**config.mk**
```make
export PLATFORM = sky130hd
export DESIGN_NAME = quoted_word_tokenizer
export DESIGN_NICKNAME = d
export VERILOG_FILES = /design/src/qwt_pkg.sv /design/src/qwt_front.sv /design/src/qwt_fifo.sv /design/src/qwt_back.sv /design/src/quoted_word_tokenizer.sv
export SDC_FILE = /design/constraint.sdc
export NUM_CORES = 1
export LEC_CHECK = 0
export ABC_AREA = 1
export BUFFER_PORTS_ARGS = -buffer_cell sky130_fd_sc_hd__buf_2
export CAP_MARGIN = 20
export CORE_AREA = 4 4 104 106
export DETAILED_ROUTE_END_ITERATION = 16
export DIE_AREA = 0 0 108 110
export PLACE_DENSITY = 0.72
export SETUP_SLACK_MARGIN = 0.4
export SYNTH_ARGS = -nofsm -noshare
export SYNTH_HDL_FRONTEND = slang
export SYNTH_SLANG_ARGS = --single-unit
```
**constraint.sdc**
```tcl
create_clock -name clk -period 2.8 [get_ports clk]
set_input_delay 0.28 -clock clk [delete_from_list [all_inputs] [get_ports clk]]
set_output_delay 0.28 -clock clk [all_outputs]
set_load 0.05 [all_outputs]
```
**src/qwt_pkg.sv**
```systemverilog
// Shared types and constants of the quoted word tokenizer.
package qwt_pkg;

    localparam logic [1:0] KIND_CHAR = 2'd0;
    localparam logic [1:0] KIND_EOW  = 2'd1;
    localparam logic [1:0] KIND_ERR  = 2'd2;
    localparam logic [1:0] KIND_EOI  = 2'd3;

    localparam logic [7:0] CH_NL    = 8'h0A;
    localparam logic [7:0] CH_TAB   = 8'h09;
    localparam logic [7:0] CH_SPACE = 8'h20;
    localparam logic [7:0] CH_COMMA = 8'h2C;
    localparam logic [7:0] CH_QUOTE = 8'h22;
    localparam logic [7:0] CH_SLASH = 8'h2F;
    localparam logic [7:0] CH_STAR  = 8'h2A;

    localparam int LEN_W = 11;

    typedef struct packed {
        logic [1:0]       kind;
        logic [7:0]       ch;
        logic [LEN_W-1:0] len;
        logic             last;
    } result_t;

    // One queue entry carries every result that one input beat causes.
    typedef struct packed {
        logic    two;
        result_t r0;
        result_t r1;
    } entry_t;

endpackage

```
**src/qwt_front.sv**
```systemverilog
// Front end: accepts input beats, runs the scanner state and builds result entries.
module qwt_front #(
    parameter int MAX_WORD = 1024
) (
    input  logic              clk,
    input  logic              rst_n,
    input  logic              in_valid,
    output logic              in_ready,
    input  logic [7:0]        in_byte,
    input  logic              end_of_input,
    input  logic              q_full,
    output logic              push,
    output qwt_pkg::entry_t   push_entry
);

    localparam int CW = $clog2(MAX_WORD);
    localparam int LW = qwt_pkg::LEN_W;

    localparam logic [2:0] M_IDLE  = 3'd0;
    localparam logic [2:0] M_STR   = 3'd1;
    localparam logic [2:0] M_WORD  = 3'd2;
    localparam logic [2:0] M_CMT   = 3'd3;
    localparam logic [2:0] M_SLASH = 3'd4;
    localparam logic [2:0] M_CSTAR = 3'd5;

    localparam logic [CW-1:0] COUNT_MAX = CW'(MAX_WORD - 1);
    localparam logic [CW-1:0] COUNT_ONE = CW'(1);
    localparam logic [CW-1:0] COUNT_TWO = CW'(2);

    logic [2:0]    mode_reg, mode_next;
    logic [CW-1:0] count_reg, count_next;

    logic          fire;
    logic          is_delim;
    logic          count_full;
    logic          one_full;
    logic [CW-1:0] count_inc;
    logic [CW+LW-1:0] ext_cur, ext_inc;
    logic [LW-1:0] len_cur, len_inc;
    qwt_pkg::entry_t ent;

    assign in_ready   = !q_full;
    assign fire       = in_valid && in_ready;
    assign is_delim   = (in_byte == qwt_pkg::CH_SPACE) || (in_byte == qwt_pkg::CH_TAB)
                     || (in_byte == qwt_pkg::CH_NL) || (in_byte == qwt_pkg::CH_COMMA);
    assign count_full = (count_reg == COUNT_MAX);
    assign one_full   = (COUNT_ONE == COUNT_MAX);
    assign count_inc  = count_reg + COUNT_ONE;
    // Lengths leave the block masked to eleven bits whatever the counter width.
    assign ext_cur    = {{LW{1'b0}}, count_reg};
    assign ext_inc    = {{LW{1'b0}}, count_inc};
    assign len_cur    = ext_cur[LW-1:0];
    assign len_inc    = ext_inc[LW-1:0];

    always_comb
    begin
        mode_next  = mode_reg;
        count_next = count_reg;
        push       = 1'b0;
        ent        = '0;
        if (fire)
        begin
            if (end_of_input)
            begin
                push       = 1'b1;
                mode_next  = M_IDLE;
                count_next = '0;
                if (mode_reg == M_IDLE || mode_reg > M_CSTAR)
                begin
                    ent.r0.kind = qwt_pkg::KIND_EOI;
                end
                else if (mode_reg == M_WORD)
                begin
                    ent.r0.kind = qwt_pkg::KIND_EOW;
                    ent.r0.len  = len_cur;
                end
                else
                begin
                    ent.r0.kind = qwt_pkg::KIND_ERR;
                    ent.r0.len  = len_cur;
                end
            end
            else
            begin
                unique case (mode_reg)
                    M_STR, M_WORD:
                    begin
                        push = 1'b1;
                        if ((mode_reg == M_STR && in_byte == qwt_pkg::CH_QUOTE)
                            || (mode_reg == M_WORD && is_delim))
                        begin
                            ent.r0.kind = qwt_pkg::KIND_EOW;
                            ent.r0.len  = len_cur;
                            mode_next   = M_IDLE;
                            count_next  = '0;
                        end
                        else if ((mode_reg == M_WORD && in_byte == qwt_pkg::CH_QUOTE)
                                 || count_full)
                        begin
                            ent.r0.kind = qwt_pkg::KIND_ERR;
                            ent.r0.len  = len_cur;
                            mode_next   = M_IDLE;
                            count_next  = '0;
                        end
                        else
                        begin
                            ent.r0.kind = qwt_pkg::KIND_CHAR;
                            ent.r0.ch   = in_byte;
                            ent.r0.len  = len_inc;
                            count_next  = count_inc;
                        end
                    end
                    M_CMT:
                    begin
                        if (in_byte == qwt_pkg::CH_STAR)
                            mode_next = M_CSTAR;
                    end
                    M_CSTAR:
                    begin
                        if (in_byte == qwt_pkg::CH_SLASH)
                        begin
                            mode_next  = M_IDLE;
                            count_next = '0;
                        end
                        else if (in_byte != qwt_pkg::CH_STAR)
                        begin
                            mode_next = M_CMT;
                        end
                    end
                    M_SLASH:
                    begin
                        if (in_byte == qwt_pkg::CH_STAR)
                        begin
                            mode_next = M_CMT;
                        end
                        else
                        begin
                            // Held slash goes out as a char, then this byte or an error.
                            push        = 1'b1;
                            ent.two     = 1'b1;
                            ent.r0.kind = qwt_pkg::KIND_CHAR;
                            ent.r0.ch   = qwt_pkg::CH_SLASH;
                            ent.r0.len  = LW'(1);
                            if (one_full)
                            begin
                                ent.r1.kind = qwt_pkg::KIND_ERR;
                                ent.r1.len  = LW'(1);
                                mode_next   = M_IDLE;
                                count_next  = '0;
                            end
                            else
                            begin
                                ent.r1.kind = qwt_pkg::KIND_CHAR;
                                ent.r1.ch   = in_byte;
                                ent.r1.len  = LW'(2);
                                mode_next   = M_WORD;
                                count_next  = COUNT_TWO;
                            end
                        end
                    end
                    default:
                    begin
                        mode_next = M_IDLE;
                        if (is_delim)
                        begin
                            mode_next = M_IDLE;
                        end
                        else if (in_byte == qwt_pkg::CH_QUOTE)
                        begin
                            mode_next = M_STR;
                        end
                        else if (in_byte == qwt_pkg::CH_SLASH)
                        begin
                            mode_next = M_SLASH;
                        end
                        else
                        begin
                            push = 1'b1;
                            if (count_full)
                            begin
                                ent.r0.kind = qwt_pkg::KIND_ERR;
                                ent.r0.len  = len_cur;
                                count_next  = '0;
                            end
                            else
                            begin
                                ent.r0.kind = qwt_pkg::KIND_CHAR;
                                ent.r0.ch   = in_byte;
                                ent.r0.len  = len_inc;
                                count_next  = count_inc;
                                mode_next   = M_WORD;
                            end
                        end
                    end
                endcase
            end
        end
        ent.r0.last = !ent.two;
        ent.r1.last = 1'b1;
    end

    assign push_entry = ent;

    always_ff @(posedge clk or negedge rst_n)
    begin
        if (!rst_n)
        begin
            mode_reg  <= M_IDLE;
            count_reg <= '0;
        end
        else
        begin
            mode_reg  <= mode_next;
            count_reg <= count_next;
        end
    end

    idle_count_zero: assert property (@(posedge clk) disable iff (!rst_n)
        (mode_reg == M_IDLE || mode_reg == M_CMT || mode_reg == M_CSTAR
         || mode_reg == M_SLASH) |-> (count_reg == '0))
        else $error("scanner count not zero outside a word");

    no_push_when_full: assert property (@(posedge clk) disable iff (!rst_n)
        q_full |-> !push)
        else $error("entry pushed into a full queue");

    count_in_range: assert property (@(posedge clk) disable iff (!rst_n)
        count_reg <= COUNT_MAX)
        else $error("word count passed the limit");

endmodule

```
**src/qwt_fifo.sv**
```systemverilog
// Two-entry queue of result entries between the scanner and the output stage.
module qwt_fifo (
    input  logic            clk,
    input  logic            rst_n,
    input  logic            push,
    input  qwt_pkg::entry_t push_entry,
    input  logic            pop,
    output logic            full,
    output logic            empty,
    output qwt_pkg::entry_t head
);

    qwt_pkg::entry_t mem_reg [2];
    logic       wr_ptr_reg, wr_ptr_next;
    logic       rd_ptr_reg, rd_ptr_next;
    logic [1:0] count_reg, count_next;

    assign full  = (count_reg == 2'd2);
    assign empty = (count_reg == 2'd0);
    assign head  = mem_reg[rd_ptr_reg];

    always_comb
    begin
        wr_ptr_next = wr_ptr_reg ^ push;
        rd_ptr_next = rd_ptr_reg ^ pop;
        count_next  = count_reg + {1'b0, push} - {1'b0, pop};
    end

    always_ff @(posedge clk)
    begin
        if (push)
            mem_reg[wr_ptr_reg] <= push_entry;
    end

    always_ff @(posedge clk or negedge rst_n)
    begin
        if (!rst_n)
        begin
            wr_ptr_reg <= 1'b0;
            rd_ptr_reg <= 1'b0;
            count_reg  <= 2'd0;
        end
        else
        begin
            wr_ptr_reg <= wr_ptr_next;
            rd_ptr_reg <= rd_ptr_next;
            count_reg  <= count_next;
        end
    end

    no_pop_when_empty: assert property (@(posedge clk) disable iff (!rst_n)
        empty |-> !pop)
        else $error("entry popped from an empty queue");

    count_bounded: assert property (@(posedge clk) disable iff (!rst_n)
        count_reg <= 2'd2)
        else $error("queue count out of range");

    ptr_match: assert property (@(posedge clk) disable iff (!rst_n)
        (empty || full) |-> (wr_ptr_reg == rd_ptr_reg))
        else $error("queue pointers disagree with count");

endmodule

```
**src/qwt_back.sv**
```systemverilog
// Back end: unpacks queue entries into output beats through an output register.
module qwt_back (
    input  logic              clk,
    input  logic              rst_n,
    input  logic              q_empty,
    input  qwt_pkg::entry_t   head,
    output logic              pop,
    output logic              out_valid,
    input  logic              out_ready,
    output qwt_pkg::result_t  result
);

    logic             out_valid_reg, out_valid_next;
    logic             sub_reg, sub_next;
    qwt_pkg::result_t res_reg, res_next;
    logic             load;

    assign load = !out_valid_reg || out_ready;

    always_comb
    begin
        out_valid_next = out_valid_reg;
        sub_next       = sub_reg;
        res_next       = res_reg;
        pop            = 1'b0;
        if (load)
        begin
            out_valid_next = !q_empty;
            if (!q_empty)
            begin
                res_next = sub_reg ? head.r1 : head.r0;
                // The first half of a paired entry leaves the entry in place.
                if (head.two && !sub_reg)
                begin
                    sub_next = 1'b1;
                end
                else
                begin
                    sub_next = 1'b0;
                    pop      = 1'b1;
                end
            end
        end
    end

    always_ff @(posedge clk)
    begin
        res_reg <= res_next;
    end

    always_ff @(posedge clk or negedge rst_n)
    begin
        if (!rst_n)
        begin
            out_valid_reg <= 1'b0;
            sub_reg       <= 1'b0;
        end
        else
        begin
            out_valid_reg <= out_valid_next;
            sub_reg       <= sub_next;
        end
    end

    assign out_valid = out_valid_reg;
    assign result    = res_reg;

    sub_needs_pair: assert property (@(posedge clk) disable iff (!rst_n)
        sub_reg |-> (!q_empty && head.two))
        else $error("second half pending without a paired entry");

    sub_follows_first: assert property (@(posedge clk) disable iff (!rst_n)
        $rose(sub_reg) |-> (out_valid_reg && !res_reg.last))
        else $error("second half pending but first half marked last");

    pop_on_last: assert property (@(posedge clk) disable iff (!rst_n)
        pop |-> res_next.last)
        else $error("entry retired before its last result");

endmodule

```
**src/quoted_word_tokenizer.sv**
```systemverilog
// Top level of the quoted word tokenizer: scanner, result queue and output stage.
//
//   channel | signals                          | direction | beat
//   --------+----------------------------------+-----------+-----------------------------
//   input   | in_valid in_ready                | in        | in_byte, end_of_input
//   output  | out_valid out_ready              | out       | kind, out_char, word_length, last
//
// One input beat is taken per cycle while the queue is not full; the scanner state updates in that cycle.
// A beat yields zero, one or two results; results leave at one per cycle from the
// output register while out_ready is high, passing first through the queue.
// Reset clears the scanner to idle with a zero count and empties the queue.
// A stalled output fills the two-entry queue, and only then is in_ready dropped;
// a slash pair holds the queue head until its second result has been loaded.
module quoted_word_tokenizer #(
    parameter int MAX_WORD = 1024
) (
    input  logic        clk,
    input  logic        rst_n,
    input  logic        in_valid,
    output logic        in_ready,
    input  logic [7:0]  in_byte,
    input  logic        end_of_input,
    output logic        out_valid,
    input  logic        out_ready,
    output logic [1:0]  kind,
    output logic [7:0]  out_char,
    output logic [10:0] word_length,
    output logic        last
);

    logic             q_full;
    logic             q_empty;
    logic             push;
    logic             pop;
    qwt_pkg::entry_t  push_entry;
    qwt_pkg::entry_t  head;
    qwt_pkg::result_t result;

    qwt_front #(
        .MAX_WORD (MAX_WORD)
    ) u_front (
        .clk          (clk),
        .rst_n        (rst_n),
        .in_valid     (in_valid),
        .in_ready     (in_ready),
        .in_byte      (in_byte),
        .end_of_input (end_of_input),
        .q_full       (q_full),
        .push         (push),
        .push_entry   (push_entry)
    );

    qwt_fifo u_fifo (
        .clk        (clk),
        .rst_n      (rst_n),
        .push       (push),
        .push_entry (push_entry),
        .pop        (pop),
        .full       (q_full),
        .empty      (q_empty),
        .head       (head)
    );

    qwt_back u_back (
        .clk       (clk),
        .rst_n     (rst_n),
        .q_empty   (q_empty),
        .head      (head),
        .pop       (pop),
        .out_valid (out_valid),
        .out_ready (out_ready),
        .result    (result)
    );

    assign kind        = result.kind;
    assign out_char    = result.ch;
    assign word_length = result.len;
    assign last        = result.last;

endmodule

```
==> run_results.csv <==
group,metric,value,unit
run_status,status,"finished clean",
grt,grt_max_degree,31,
sta,min_period_over_period,81.7,%
flow_run,cap_viol_max_count,0,
grt,grt_util_all_layers,21.2,%
drt,drtIter0Drc,240,
final_layout,multi_input_area,2060,sq um
clocking,root_buffer,"clkbuf_8",
worst_setup_path,crit_family,"simple AND/OR/NAND/NOR gates",
die,num_rows,36,
power_and_ir_drop,clkPwrFrac,15.5,%
yosys,postSynth.asyncResetShare,19.0,%
drt,routed_wl,12.0,mm
clocking,cts_sinks,100,
yosys,synthCells,582,
final_layout,largest_reg_flops,60,
grt,antenna_found_initial,0,
worst_setup_path,crit_type,"reg2reg",
power_and_ir_drop,p_int,3.46,mW
sta,period_minus_slack,2.29,ns
power_and_ir_drop,p_leak,2.51,nW
sta,worst_hold_slack,0.112,ns
clocking,clkTransAtPathRegs,0.11,ns
place,hpwl,8.53,mm
die,core_region_area,9770,sq um
yosys,yosysSeqAreaShare,55.0,%
die,dieArea,11900,sq um
yosys,synth.distinct_cells,43,
yosys,yosys_most_used_dff,"edfxtp_1",
worst_setup_path,start_kind,"flip-flop",
sta,drv_slew,0,
final_layout,synthToLayoutAreaGrowth,10.6,%
worst_setup_path,cp_common_cell,"nand2_2",
place,io_buffers,35,
die,fp.dieW,108,um
yosys,synth_edf_count,81,
die,start_util,54.1,%
final_layout,drive_above_1_share,17.3,%
power_and_ir_drop,vdd_drop_max,467,uV
final_layout,layoutNonFillerInstCount,756,
yosys,syn_area,5290,sq um
clocking,htreeDepth,3,
worst_setup_path,arrival,2.43,ns
worst_setup_path,critPathMaxStageDelay,0.47,ns
yosys,ys.warnings.count,0,
yosys,yosys_register_bits,100,
clocking,postCtsSetupBuffers,0,
place,place.gp.congestion,1.06,
grt,grt_pass1_vias,4013,
clocking,cts_buffer_depth,2,
power_and_ir_drop,p_sw_share,45.8,%
sta,setup-violations-final,0,
clocking,cts_tree,"yes",
sta,fmax,0.437,GHz
power_and_ir_drop,pwr-share-seq,38.9,%
drt,drt-pass1-iter-count,5,
final_layout,finish.utilization,59.9,%
die,ios,37,
drt,antenna_left,0,
place,dp_cells,739,
final_layout,seqCellArea,2910,sq um
yosys,syn_nets,602,
drt,via_per_inst,5.55,
die,fp.dieH,110,um
drt,post_drt_wl_per_cell,15.9,um
sta,hold_viol_final,0,
min_path,hold_path.class,"in2reg",
sta,setup_tns,0,ns
worst_setup_path,crit_fanout,8,
grt,grt_first_pass_wirelength,19.5,mm
drt,post-route-drc-count,0,
final_layout,antennaDiodeCount,0,
power_and_ir_drop,p_comb_share,45.6,%
power_and_ir_drop,switching_power,2.92,mW
final_layout,nets,638,
drt,vias,4199,
worst_setup_path,worstPathCellList,"ha_1 -> nand3_1 -> inv_1 -> nand3b_2 -> nand2_4 -> inv_4 -> nand4_4 -> nand2_2 -> nand2_2 -> nor3_1",
clocking,clk_latency,0.37,ns
worst_setup_path,crit_required,2.94,ns
sta,grt_setup_unrepaired,"no",
final_layout,fillers,850,
sta,worst_pin_slew,0.932,ns
yosys,syn_area_per_cell,9.09,sq um
worst_setup_path,worst-path-buf-inv,2,
worst_setup_path,slowest_stage,"dfrtp_2",
sta,clock_skew,0.0118,ns
sta,relSlewSlack,37.8,%
clocking,cts_buffers,9,
worst_setup_path,worst_setup_path_end_kind,"flip-flop",
grt,grt_overflow_total,0,
power_and_ir_drop,power.density,1090,nW/um^2
## power groups by stage
| stage | sequential, mW | combinational [mW] | clock, mW |
|---|---|---|---|
| 2_1_floorplan | 3.04 | 1.65 | 0 |
| 5_1_grt | 2.53 | 3.16 | 1.08 |
| 4_1_cts | 2.48 | 2.90 | 1.00 |
| 3_5_place_dp | 2.51 | 2.88 | 0 |
| 3_3_place_gp | 2.50 | 2.84 | 0 |
| 6_report | 2.48 | 2.90 | 0.988 |
## area by class of cell
cell class,count,area share [%]
inverter,59,3.87
timing repair buffer,44,4.62
clock inverter,7,1.58
multi-input combinational,404,35.3
clock buffer,9,2.12
tap,133,2.84
sequential,100,49.7
## worst reg2reg max path, cell delays in order, from the launching register on
cell	delay [ns]
dfrtp_2	0.47
ha_1	0.25
nand3_1	0.16
inv_1	0.08
nand3b_2	0.16
nand2_4	0.13
inv_4	0.12
nand4_4	0.12
nand2_2	0.15
nand2_2	0.08
nor3_1	0.33
## placed cells by master (no fill, tap or decap), types with 6 or more instances in the layout
cell      netlist  layout
dfrtp_1        19      18
a21oi_1        15      15
nand2_4         7       7
nor3_1          9       9
o21ai_0        38      38
ha_1            7       7
buf_2           3      35
a31oi_1        10      10
clkbuf_8        1       9
edfxtp_1       81      81
nor2_1         95      93
inv_2           8       8
o22ai_1         9       9
nand2_2         9       9
inv_1          48      48
nand2_1       124     124
nand3_1        41      41
buf_4           1       6
## kinds of logic after synthesis
family          share of synthesized area, %
simple gates                            26.9
buf+inv                                 6.10
fa+ha+maj                               1.66
compound gates                          9.08
other cells                           0.0709
xor+xnor                               0.994
flops                                   55.0
mux                                    0.189
## path summary, 6_finish.rpt
| path | from | endpoint | slack (ns) | cells past startpoint |
|---|---|---|---|---|
| max | u_front.count_reg[1] | u_fifo.mem_reg[1][40] | 0.51 | 10 |
| min | out_ready | u_back.out_valid | 0.11 | 2 |
| max reg2reg | u_front.count_reg[1] | u_fifo.mem_reg[1][40] | 0.51 | 10 |
| min reg2reg | u_fifo.mem_reg[0][21] | u_back.result[0] | 0.54 | 2 |
| max in group asynchronous | rst_n | u_front.count_reg[1] | 2.08 | 2 |
| min in group asynchronous | rst_n | u_front.count_reg[6] | 0.38 | 2 |
## repair_timing
action,in CTS,in global routing
hold buffers,1,0
hold endpoints to repair,19,0
setup endpoints to repair,0,63
gates resized for setup,0,2
## cell usage after synthesis, types with 5 or more instances
master	instances	area share, %
a21oi_1	15	1.4
nor2_1	95	6.7
nor3_1	9	0.85
inv_2	8	0.57
inv_1	48	3.4
o22ai_1	9	1.1
ha_1	7	1.7
dfrtp_1	19	9.0
edfxtp_1	81	46
o21ai_0	38	3.6
a31oi_1	10	1.2
clkbuf_1	12	0.85
nand2_1	124	8.8
nand2_4	7	1.5
nand4_1	5	0.59
nand2_2	9	1.1
nand3_1	41	3.9
## metrics by stage
stage / cell area (sq um) / power [mW] / worst slack, ns
2_1_floorplan: 5290 / 4.69 / 0.0940
3_3_place_gp: 5620 / 5.34 / 0.517
3_5_place_dp: 5620 / 5.40 / 0.470
4_1_cts: 5850 / 6.38 / 0.449
5_1_grt: 5850 / 6.77 / 0.431
6_report: 5850 / 6.37 / 0.513
## routing by layer
layer | track usage (%) | vias to the layer above | routed length, um
li1 | - | 2025 | -
met1 | 27.3 | 1946 | 5080
met2 | 35.2 | 188 | 5650
met3 | 4.02 | 40 | 914
met4 | 9.56 | 0 | 368
met5 | 0 | - | 0
Note: power is estimated with default switching activity, not from simulation.
